**config.mk**
```make
export PLATFORM = sky130hd
export DESIGN_NAME = tick_driven_rtc_calendar_unit
export DESIGN_NICKNAME = d
export VERILOG_FILES = /design/src/rtl/rtcc_pkg.sv /design/src/rtl/rtcc_advance.sv /design/src/rtl/tick_driven_rtc_calendar_unit.sv
export SDC_FILE = /design/constraint.sdc
export NUM_CORES = 1
export LEC_CHECK = 0
export BUFFER_PORTS_ARGS = -buffer_cell sky130_fd_sc_hd__buf_2
export CORE_MARGIN = 5
export CORE_UTILIZATION = 50
export DETAILED_ROUTE_END_ITERATION = 6
export GPL_ROUTABILITY_DRIVEN = 0
export PLACE_DENSITY = 0.77
export SYNTH_ARGS = -nofsm -noshare
export SYNTH_HDL_FRONTEND = slang
export SYNTH_HIERARCHICAL = 1
export SYNTH_SLANG_ARGS = --single-unit
```
**constraint.sdc**
```tcl
create_clock -name clk_i -period 5.1 [get_ports clk_i]
set_input_delay 1.02 -clock clk_i [delete_from_list [all_inputs] [get_ports clk_i]]
set_output_delay 1.02 -clock clk_i [all_outputs]
set_load 0.05 [all_outputs]
```
**src/rtl/rtcc_pkg.sv**
```systemverilog
package rtcc_pkg;

  localparam int unsigned TICKS_PER_SECOND = 1000;
  localparam int unsigned SubsecW = $clog2(TICKS_PER_SECOND + 1);
  localparam logic [SubsecW-1:0] SubsecLast = SubsecW'(TICKS_PER_SECOND - 1);

  localparam int unsigned InDataW  = 40;
  localparam int unsigned OutDataW = 40;

  typedef enum logic {
    OP_TICK = 1'b0,
    OP_SET  = 1'b1
  } rtcc_op_e;

  typedef struct packed {
    logic [SubsecW-1:0] subsec;
    logic [5:0]         second;
    logic [5:0]         minute;
    logic [4:0]         hour;
    logic [4:0]         day;
    logic [3:0]         month;
    logic [6:0]         year;
    logic [2:0]         weekday;
  } rtcc_time_t;

  localparam rtcc_time_t TimeReset = '{
    subsec:  '0,
    second:  6'd50,
    minute:  6'd59,
    hour:    5'd11,
    day:     5'd20,
    month:   4'd10,
    year:    7'd8,
    weekday: 3'd1
  };

  // Years 51..127 map to 1951..2027 and 0..50 to 2000..2050; of these only
  // 2000 is a century year and it is divisible by 400, so divisibility of the
  // two-digit year by four decides.
  function automatic logic [4:0] month_len(input logic [6:0] year, input logic [3:0] month);
    logic [4:0] len;
    begin
      case (month)
        4'd2:    len = (year[1:0] == 2'b00) ? 5'd29 : 5'd28;
        4'd4:    len = 5'd30;
        4'd6:    len = 5'd30;
        4'd9:    len = 5'd30;
        4'd11:   len = 5'd30;
        default: len = 5'd31;
      endcase
      return len;
    end
  endfunction

endpackage

```
**src/rtl/rtcc_advance.sv**
```systemverilog
module rtcc_advance (
  input  rtcc_pkg::rtcc_time_t cur_i,
  output rtcc_pkg::rtcc_time_t nxt_o,
  output logic                 day_changed_o
);
  import rtcc_pkg::*;

  logic [5:0] next_day;
  logic [3:0] next_month;

  always_comb begin
    nxt_o         = cur_i;
    day_changed_o = 1'b0;
    next_day      = {1'b0, cur_i.day} + 6'd1;
    next_month    = cur_i.month;
    if (cur_i.subsec < SubsecLast) begin
      nxt_o.subsec = cur_i.subsec + SubsecW'(1);
    end else begin
      nxt_o.subsec = '0;
      if (cur_i.second < 6'd59) begin
        nxt_o.second = cur_i.second + 6'd1;
      end else begin
        nxt_o.second = '0;
        if (cur_i.minute < 6'd59) begin
          nxt_o.minute = cur_i.minute + 6'd1;
        end else begin
          nxt_o.minute = '0;
          if (cur_i.hour < 5'd23) begin
            nxt_o.hour = cur_i.hour + 5'd1;
          end else begin
            nxt_o.hour    = '0;
            day_changed_o = 1'b1;
            nxt_o.weekday = (cur_i.weekday >= 3'd6) ? 3'd0 : cur_i.weekday + 3'd1;
            if (next_day > {1'b0, month_len(cur_i.year, cur_i.month)}) begin
              nxt_o.day  = 5'd1;
              next_month = cur_i.month + 4'd1;
            end else begin
              nxt_o.day = next_day[4:0];
            end
            if (next_month > 4'd12) begin
              nxt_o.month = 4'd1;
              nxt_o.year  = cur_i.year + 7'd1;
            end else begin
              nxt_o.month = next_month;
            end
          end
        end
      end
    end
  end

endmodule

```
**src/rtl/tick_driven_rtc_calendar_unit.sv**
```systemverilog
// Millisecond-tick real-time clock and calendar.
// Slave channel: one request per accepted beat. tuser selects the kind:
// 0 is a one millisecond tick, 1 loads the date and time from tdata and
// clears the sub-second count.
// Master channel: one result per request, carrying the time and date after
// that request and a flag that is high when a tick rolled into a new day.
// Latency: the result is valid in the cycle after the request is accepted.
// Throughput: one request per cycle while the receiver keeps up; the whole carry
// chain from sub-second count to year is combinational between the time
// register and the output register.
// The output register acts as the buffer between the channels: a new request
// is taken while a result waits if the receiver takes it in the same cycle.
// When the receiver stalls with a result pending, tready drops and the result
// holds until taken.
// Reset sets the clock to 11:59:50 on day 20 of month 10, year 8, weekday 1,
// with no result pending.
module tick_driven_rtc_calendar_unit (
  input  logic                          clk_i,
  input  logic                          rst_ni,
  input  logic                          s_axis_tvalid_i,
  output logic                          s_axis_tready_o,
  // year[6:0] month[10:7] day[15:11] hour[20:16] minute[26:21]
  // second[32:27] weekday[35:33] zero[39:36]
  input  logic [rtcc_pkg::InDataW-1:0]  s_axis_tdata_i,
  // operation[0]
  input  logic                          s_axis_tuser_i,
  output logic                          m_axis_tvalid_o,
  input  logic                          m_axis_tready_i,
  // now_second[5:0] now_minute[11:6] now_hour[16:12] now_day[21:17]
  // now_month[25:22] now_year[32:26] now_weekday[35:33] day_changed[36]
  // zero[39:37]
  output logic [rtcc_pkg::OutDataW-1:0] m_axis_tdata_o
);
  import rtcc_pkg::*;

  rtcc_time_t            time_q, time_d, tick_nxt;
  logic                  tick_day_changed;
  logic                  day_changed_d;
  logic                  out_valid_q, out_valid_d;
  logic [OutDataW-1:0]   out_data_q, out_data_d;
  logic                  req_accept;

  rtcc_advance u_advance (
    .cur_i         (time_q),
    .nxt_o         (tick_nxt),
    .day_changed_o (tick_day_changed)
  );

  assign s_axis_tready_o = !out_valid_q || m_axis_tready_i;
  assign req_accept      = s_axis_tvalid_i && s_axis_tready_o;

  always_comb begin
    if (rtcc_op_e'(s_axis_tuser_i) == OP_SET) begin
      time_d.subsec  = '0;
      time_d.year    = s_axis_tdata_i[6:0];
      time_d.month   = s_axis_tdata_i[10:7];
      time_d.day     = s_axis_tdata_i[15:11];
      time_d.hour    = s_axis_tdata_i[20:16];
      time_d.minute  = s_axis_tdata_i[26:21];
      time_d.second  = s_axis_tdata_i[32:27];
      time_d.weekday = s_axis_tdata_i[35:33];
      day_changed_d  = 1'b0;
    end else begin
      time_d        = tick_nxt;
      day_changed_d = tick_day_changed;
    end
    out_data_d  = {3'b000, day_changed_d, time_d.weekday, time_d.year, time_d.month,
                   time_d.day, time_d.hour, time_d.minute, time_d.second};
    out_valid_d = req_accept || (out_valid_q && !m_axis_tready_i);
  end

  always_ff @(posedge clk_i or negedge rst_ni) begin
    if (!rst_ni) begin
      time_q      <= TimeReset;
      out_valid_q <= 1'b0;
    end else begin
      out_valid_q <= out_valid_d;
      if (req_accept) begin
        time_q <= time_d;
      end
    end
  end

  always_ff @(posedge clk_i) begin
    if (req_accept) begin
      out_data_q <= out_data_d;
    end
  end

  assign m_axis_tvalid_o = out_valid_q;
  assign m_axis_tdata_o  = out_data_q;

endmodule

```
# After elaboration in Yosys (flattened, before gate mapping)
# Index checks and enable logic that the tools add are counted.
# totals
register_bits	84
latchBits	0
ram_bits	0
rom_bits	0
word_cells	65
mem_count	0
# op_classes
addsub	8
multipliers	0
n_div	0
magnitude_cmp	7
eq_ne	5
shift	0
muxes	25
bitwise	0
reduce_logical	9
# ops
cell	count
46-bit two-way mux	1
36-bit two-way mux	1
30-bit two-way mux	1
5-bit two-way mux	6
24-bit two-way mux	1
4-bit two-way mux	6
19-bit two-way mux	1
6-bit by 1-bit adder with 6-bit output (second input constant)	2
6-bit less-than comparator (second input constant)	2
6-bit two-way mux	2
10-bit by 1-bit adder with 10-bit output (second input constant)	1
10-bit less-than comparator (second input constant)	1
10-bit two-way mux	1
5-bit case mux with 2 select lines	1
4-bit by 3-bit equality test with 1-bit output (second input constant)	2
4-bit equality test (second input constant)	2
4-bit OR reduction	2
7-bit by 1-bit adder with 7-bit output (second input constant)	1
7-bit two-way mux	1
5-bit by 1-bit adder with 6-bit output (second input constant)	1
6-bit by 5-bit greater-than comparator with 1-bit output	1
5-bit by 1-bit adder with 5-bit output (second input constant)	1
5-bit less-than comparator (second input constant)	1
4-bit by 1-bit adder with 4-bit output (second input constant)	1
10 further kinds	14

# Longest topological paths before layout
# Gate-level depths: netlist (run 1).
# depth
depth_word	20
ltp_mapped	16

# Cells and area by module
# Netlist (run 1), hierarchy kept.
# by_module_without_submodules
mod	n_inst	cells_each	area_per_inst_um2
tick_driven_rtc_calendar_unit	1	195	3510.9
rtcc_advance	1	239	1472.7

# Worst setup path after synthesis (run 1)
# Ideal clock, no wire load.
# synth_timing
path_kind	register -> register
from	register time_q[11] in the netlist's numbering
to	register time_q[7] in the netlist's numbering
setup_time_ns	0.125
arrival_ns	3.458
slack_ns	1.517
path_stages_with_launch	16
path_buffers	1
synth_period_minus_slack_ns	3.583
cell_sequence	dfstp_2 inv_1 ha_1 a221o_1 nand2_1 ha_1 and2_1 nand4b_1 o211a_1 nand4_1 and4b_1 buf_2 or4b_1 xnor2_1 mux2_2 mux2_2
# synth_lines
element	line_no	text
start, declared	tick_driven_rtc_calendar_unit.sv:36	rtcc_time_t time_q, time_d, tick_nxt;
start signal, assigned	tick_driven_rtc_calendar_unit.sv:74	time_q <= TimeReset;
start signal, assigned	tick_driven_rtc_calendar_unit.sv:79	time_q <= time_d;

==> impl_metrics.json, run 1 <==
{
  "syn_inst": 434,
  "via_per_inst": 5.63,
  "grt_usage_pct": 17.6,
  "power.leakage_nw": 2.40,
  "die_w_um": 110,
  "fp.dieH_um": 110,
  "clk_pin_slew_worst_paths_ps": 90,
  "critPathLaunchType": "register",
  "r2r_cells": 14,
  "cts_root_buffer": "clkbuf_8",
  "cp.required_ps": 5350,
  "synth_common_cells": "mux2_2 (64), nand2_1 (41), edfxtp_1 (37)",
  "async_reset_ff_share_pct": 56.0,
  "layout-drive-gt1-share_pct": 41.4,
  "synth.avg_cell_area_um2": 11.5,
  "rsz0062_at_grt": "no",
  "slew_headroom_pct": 20.9,
  "tightestPinTransition_ps": 1180,
  "ctsResizeCount": 0,
  "netlist.area_leader.share_pct": 22.3,
  "route.detailed.drc": 0,
  "cts_htree_levels": 3,
  "final-seq-area_um2": 2310,
  "grt_first_pass_wirelength_um": 16500,
  "cap_viol_max_count": 0,
  "multi_input_area_um2": 2490,
  "vias": 3645,
  "yosys_warnings": 6,
  "crit_path_start": "time_q[10]",
  "grt_max_degree": 48,
  "synth_most_common_cell": "mux2_2",
  "timing.final.hold_violations": 0,
  "drv_slew": 0,
  "fp-row-count": 36,
  "fin_nets": 569,
  "dpl.hpwl_um": 6850,
  "hold_path_class": "reg -> reg",
  "cts_hold_buf": 0,
  "post-cts-setup-buffer-count": 0,
  "antenna_left": 0,
  "status": "complete, no violations",
  "fmax_mhz": 248,
  "timing.setup.tns_ps": 0,
  "finClkSkew_ps": 13.9,
  "dr.first_iter.drc_count": 187,
  "syn_to_final_growth_pct": 12.8,
  "gr-total-overflow": 0,
  "worst-endpoint-arrival_ps": 4290,
  "worstPathMaxFanout": 9,
  "firstDrtPassIters": 4,
  "p_per_area_nw_per_um2": 400,
  "routed_wl_um": 10300,
  "cp-end-kind": "register",
  "seq_area_frac_synth_pct": 46.3,
  "num_io_pins": 87,
  "crit_path_end": "time_q[4]",
  "synthFlopType": "edfxtp_1",
  "die-area_um2": 12100,
  "cts_max_path_buffers": 2,
  "synth_edf_count": 37,
  "finalCritPeriodShare_pct": 79.1,
  "holdWs_ps": 536,
  "antenna_found_initial": 0,
  "ys_top_cells_by_area": "edfxtp_1 (22%), dfrtp_1 (15%), mux2_2 (14%)",
  "yosys.area.top_type": "edfxtp_1",
  "r2r-end": "time_q[4]",
  "synth_area_um2": 4980,
  "synth_cell_types": 60,
  "path_class": "reg -> reg",
  "n_antenna_cell": 0,
  "grt_pass1_vias": 3494,
  "initial_core_util_pct": 51.2,
  "post_drt_wl_per_cell_um": 15.8,
  "worst-r2r-setup-slack_ps": 1070,
  "ys_ff_latch": 84,
  "clock_sinks": 84,
  "core_um2": 9730,
  "tritoncts": "yes",
  "cts_buffers": 9,
  "peakVddDrop_mv": 0.157,
  "clk_latency_ps": 370,
  "reg2reg_from": "time_q[10]",
  "setup_violations": 0,
  "min_period_ps": 4030,
  "num-fill-cells": 847,
  "portBuffers": 79
}
## per-layer routing
layer | track usage [%] | part of all wire (%)
met5 | 0 | 0
met4 | 7.12 | 1.6
met3 | 3.29 | 4.7
met2 | 30.5 | 51
met1 | 21.4 | 43
## sequential cells by signal, indices dropped and copies added, names as in the netlist
name / flops
time_q: 46
m_axis_tdata_o: 37
m_axis_tvalid_o: 1
## cell usage in the layout (no fill, tap or decap), types with 3 or more instances in the layout
cell / count
buf_2: 79
mux2_2: 64
nand2_1: 40
edfxtp_1: 37
dfrtp_1: 30
o21ai_0: 26
nor2_1: 24
nand3_1: 20
mux2_4: 19
dfstp_2: 17
nor2b_1: 15
ha_1: 14
clkbuf_8: 10
nand4_1: 10
inv_1: 9
a21oi_1: 9
nor3_1: 8
xnor2_1: 7
xor2_1: 6
buf_4: 5
a31oi_1: 4
and3_1: 4
a21o_1: 4
conb_1: 3
and2_1: 3
## stage by stage
step,instances,total power [mW],area [µm²],setup WS (ps),utilization [%]
after detailed placement,632,1.80,5440,1190,55.9
after CTS,648,2.26,5620,1150,57.8
after global routing,648,2.39,5620,925,57.8
final,648,2.25,5620,1070,57.8
after global placement,632,1.75,5440,1280,55.9
after floorplan,436,1.63,4990,1520,-
## power breakdown
| part | total, mW | internal (mW) | switching (mW) |
|---|---|---|---|
| registers | 1.03 | 0.877 | 0.154 |
| logic | 0.760 | 0.337 | 0.422 |
| clock network | 0.456 | 0.195 | 0.261 |
| total | 2.25 | 1.41 | 0.837 |
## worst min path at each step
stage / startpoint / end / cells past startpoint
after detailed placement: time_q[9] / time_q[9] / 1
after floorplan: time_q[26] / time_q[26] / 1
final: time_q[9] / time_q[9] / 1
after CTS: time_q[9] / time_q[9] / 1
after global placement: time_q[9] / time_q[9] / 1
after global routing: time_q[9] / time_q[9] / 1
## area by class of cell
type / instances / area share [%]
inverter: 10 / 0.668
tap: 133 / 2.96
timing repair buffer: 84 / 7.70
clock inverter: 6 / 0.824
clock buffer: 10 / 2.45
sequential: 84 / 41.1
multi-input combinational: 321 / 44.3
## worst max-delay path, cell delays in order, from the launching register on
cell,delay (ps)
dfrtp_1,500
inv_1,200
ha_1,240
a221o_1,340
nand2_1,70
ha_1,210
and2_1,180
nand4b_1,110
o211a_1,250
nand3_1,160
xnor2_1,640
nor3_1,190
mux2_2,320
mux2_2,270
mux2_2,250
## cell families after synthesis
group | count (synthesis) | synth area share, %
adder cells (fa/ha/maj) | 15 | 3.72
AO/OA/AOI/OAI | 63 | 8.31
multiplexers | 83 | 20.2
buffers and inverters | 31 | 3.89
flip-flops | 84 | 46.3
AND/OR/NAND/NOR | 144 | 15.2
XOR/XNOR | 13 | 2.28
other | 1 | 0.0752
Power figures use the tool's default switching activity.
==> run 2, diff against run 1 <==
--- a/config.mk
+++ b/config.mk
@@ -5,6 +5,7 @@
 export SDC_FILE = /design/constraint.sdc
 export NUM_CORES = 1
 export LEC_CHECK = 0
+export ABC_AREA = 1
 export BUFFER_PORTS_ARGS = -buffer_cell sky130_fd_sc_hd__buf_2
 export CORE_MARGIN = 5
 export CORE_UTILIZATION = 50
==> constraint.sdc (replaced) <==
create_clock -name clk_i -period 4.1 [get_ports clk_i]
set_input_delay 0.82 -clock clk_i [delete_from_list [all_inputs] [get_ports clk_i]]
set_output_delay 0.82 -clock clk_i [all_outputs]
set_load 0.05 [all_outputs]
==> run 2 against run 1 <==
  * Setup slack worse by 87 ps
  * Largest power group unchanged
  * Area after synthesis about the same
  * Largest cell class is now flip-flops and latches
  * Flip-flop and latch count did not move
  * Core utilization is 0.13 points lower
==> impl_metrics.json, run 2 <==
{
  "grt_pass1_vias": 4144,
  "finClkSkew_ps": 8.36,
  "syn_to_final_growth_pct": 12.5,
  "fmax_mhz": 321,
  "drv_slew": 0,
  "initial_core_util_pct": 51.2,
  "clk_pin_slew_worst_paths_ps": 90,
  "reg2reg_from": "time_q[10]",
  "cp.required_ps": 4220,
  "r2r-end": "m_axis_tdata_o[23]",
  "status": "complete, no violations",
  "hold_path_class": "in -> async",
  "portBuffers": 79,
  "synth_cell_types": 45,
  "tritoncts": "yes",
  "worst-r2r-setup-slack_ps": 980,
  "rsz0062_at_grt": "no",
  "yosys.area.top_type": "nand2_1",
  "routed_wl_um": 11200,
  "tightestPinTransition_ps": 894,
  "slew_headroom_pct": 40.2,
  "wl_met2_um": 5330,
  "min_period_ps": 3120,
  "r2r_cells": 19,
  "n_antenna_cell": 0,
  "max_stage_delay_ps": 480,
  "cts_root_buffer": "clkbuf_8",
  "grt_max_degree": 47,
  "path_cells": "inv_1, ha_1, nand2_1, o311a_1, ha_1, o21bai_1, nand2_1, nand2_2, nand2_4, nand2_1, nand2_1, inv_2, nand2_1, nor2_4, inv_1, nand3_1, o21ai_0, nand2_1, nand2_1",
  "worstPathMaxFanout": 8,
  "gr-total-overflow": 0,
  "seq_area_frac_synth_pct": 46.3,
  "fp-row-count": 36,
  "post_drt_wl_per_cell_um": 13.1,
  "multi_input_area_um2": 2290,
  "crit_path_end": "m_axis_tdata_o[23]",
  "die-area_um2": 12100,
  "cap_viol_max_count": 0,
  "cts_max_path_buffers": 2,
  "final_util_pct": 57.6,
  "largest_register_ffs": 46,
  "async_reset_ff_share_pct": 56.0,
  "finalCritPeriodShare_pct": 76.1,
  "timing.setup.tns_ps": 0,
  "grt_first_pass_wirelength_um": 18700,
  "fin_nets": 777,
  "num_io_pins": 87,
  "timing.final.hold_violations": 0,
  "clk_latency_ps": 360,
  "met1_length_um": 5010,
  "cpMostUsedCell": "nand2_1",
  "route.detailed.drc": 0,
  "synthFlopType": "edfxtp_1",
  "synth_most_common_cell": "nand2_1",
  "synth.avg_cell_area_um2": 7.73,
  "layout-drive-gt1-share_pct": 18.9,
  "path_class": "reg -> reg",
  "grt_usage_pct": 19.5,
  "final-seq-area_um2": 2310,
  "post-cts-setup-buffer-count": 0,
  "dr.first_iter.drc_count": 299,
  "power_mw": 2.19,
  "power.leakage_nw": 2.93,
  "syn_inst": 645,
  "synth_common_cells": "nand2_1 (303), inv_1 (54), nor2_1 (40)",
  "antenna_found_initial": 0,
  "regMostFlops": "time_q",
  "cts_buffers": 9,
  "ys_top_cells_by_area": "nand2_1 (23%), edfxtp_1 (22%), dfrtp_1 (15%)",
  "firstDrtPassIters": 5,
  "netlist.area_leader.share_pct": 22.8,
  "worst-endpoint-arrival_ps": 3240,
  "cp-end-kind": "register",
  "fp.dieH_um": 110,
  "cts_htree_levels": 3,
  "num-fill-cells": 879,
  "setup_violations": 0,
  "final_cells": 856,
  "final_common_cell": "nand2_1",
  "synth_edf_count": 37,
  "clock_sinks": 84,
  "synth_area_um2": 4990,
  "antenna_left": 0,
  "via_per_inst": 5.09,
  "cts_hold_buf": 0,
  "yosys_warnings": 6,
  "final_cell_mix": "nand2_1 (303), buf_2 (79), inv_1 (54), nor2_1 (40), nand3_1 (38)",
  "dpl.hpwl_um": 7720,
  "ctsResizeCount": 0,
  "peakVddDrop_mv": 0.170,
  "routed.top_layer": "met4",
  "wl_met3_um": 641,
  "ys_ff_latch": 84,
  "die_w_um": 110,
  "place_inst": 840,
  "vias": 4357,
  "crit_slowest_cell": "dfrtp_1",
  "core_um2": 9730,
  "critPathLaunchType": "register",
  "crit_path_start": "time_q[10]",
  "p_per_area_nw_per_um2": 390
}
==> run 2: cell count changes in the layout (fill, tap and decap cells not counted), sizes merged, moves of 4 or more <==
| cell | delta |
|---|---|
| inv | +47 |
| a21oi | +5 |
| nor3 | -4 |
| nor2 | +22 |
| nand2 | +267 |
| nor2b | -15 |
| and3 | -4 |
| o21ai | -7 |
| xnor2 | -4 |
| nand3 | +18 |
| a21o | -4 |
| mux2 | -83 |
==> run 2: metrics by stage <==
stage	area (µm²)	hold WS [ps]	worst slack, ps
2_1_floorplan	4990	442	1490
3_3_place_gp	5430	458	1240
3_5_place_dp	5430	464	1090
4_1_cts	5610	425	1070
5_1_grt	5610	447	774
6_report	5610	412	981
==> run 2: report_power, final <==
| group | total, mW | internal, mW | leakage (nW) | switching (mW) |
|---|---|---|---|---|
| combinational | 0.526 | 0.162 | 1.92 | 0.364 |
| clock | 0.577 | 0.276 | 0.0911 | 0.301 |
| sequential | 1.08 | 1.00 | 0.927 | 0.0826 |
==> run 2: metal layers <==
metal  vias to the layer above  track usage (%)
li1                       2197                -
met2                       131             32.1
met3                        18             2.99
met1                      2011             25.6
met4                         0             7.84
met5                         -                0
==> run 2: area by class of cell <==
type                            instances  share of cell area, %
Timing Repair Buffer                   82                   7.68
Clock buffer                           10                   2.28
Inverter                               60                   4.15
Tap cell                              133                   2.97
Multi-Input combinational cell        481                   40.8
Clock inverter                          6                  0.982
Sequential cell                        84                   41.2
==> run 2: worst max-delay path, delay by kind of cell (launching register included) <==
family                     cells  cell delay, ps
DFF                            1             480
and+or+nand+nor               11            1070
AOI/OAI and AO/OA              3             570
adders and majority gates      2             390
buffers and inverters          3             370
==> run 2: worst min path at each step <==
stage / slack (ps) / end / from
floorplan: 440 / time_q[39] / time_q[39]
global route: 450 / time_q[36] / rst_ni
CTS: 430 / time_q[36] / rst_ni
finish: 410 / time_q[30] / rst_ni
global placement: 460 / time_q[22] / time_q[22]
detailed placement: 460 / time_q[39] / time_q[39]
==> run 2: logic make-up after synthesis <==
family                   after synthesis  share of synthesized area [%]
AO/OA/AOI/OAI                         46                           5.47
adder cells (fa/ha/maj)               14                           3.51
other                                  1                         0.0752
buffers and inverters                 82                           7.98
AND/OR/NAND/NOR                      411                           35.4
XOR/XNOR                               7                           1.23
flip-flops                            84                           46.3
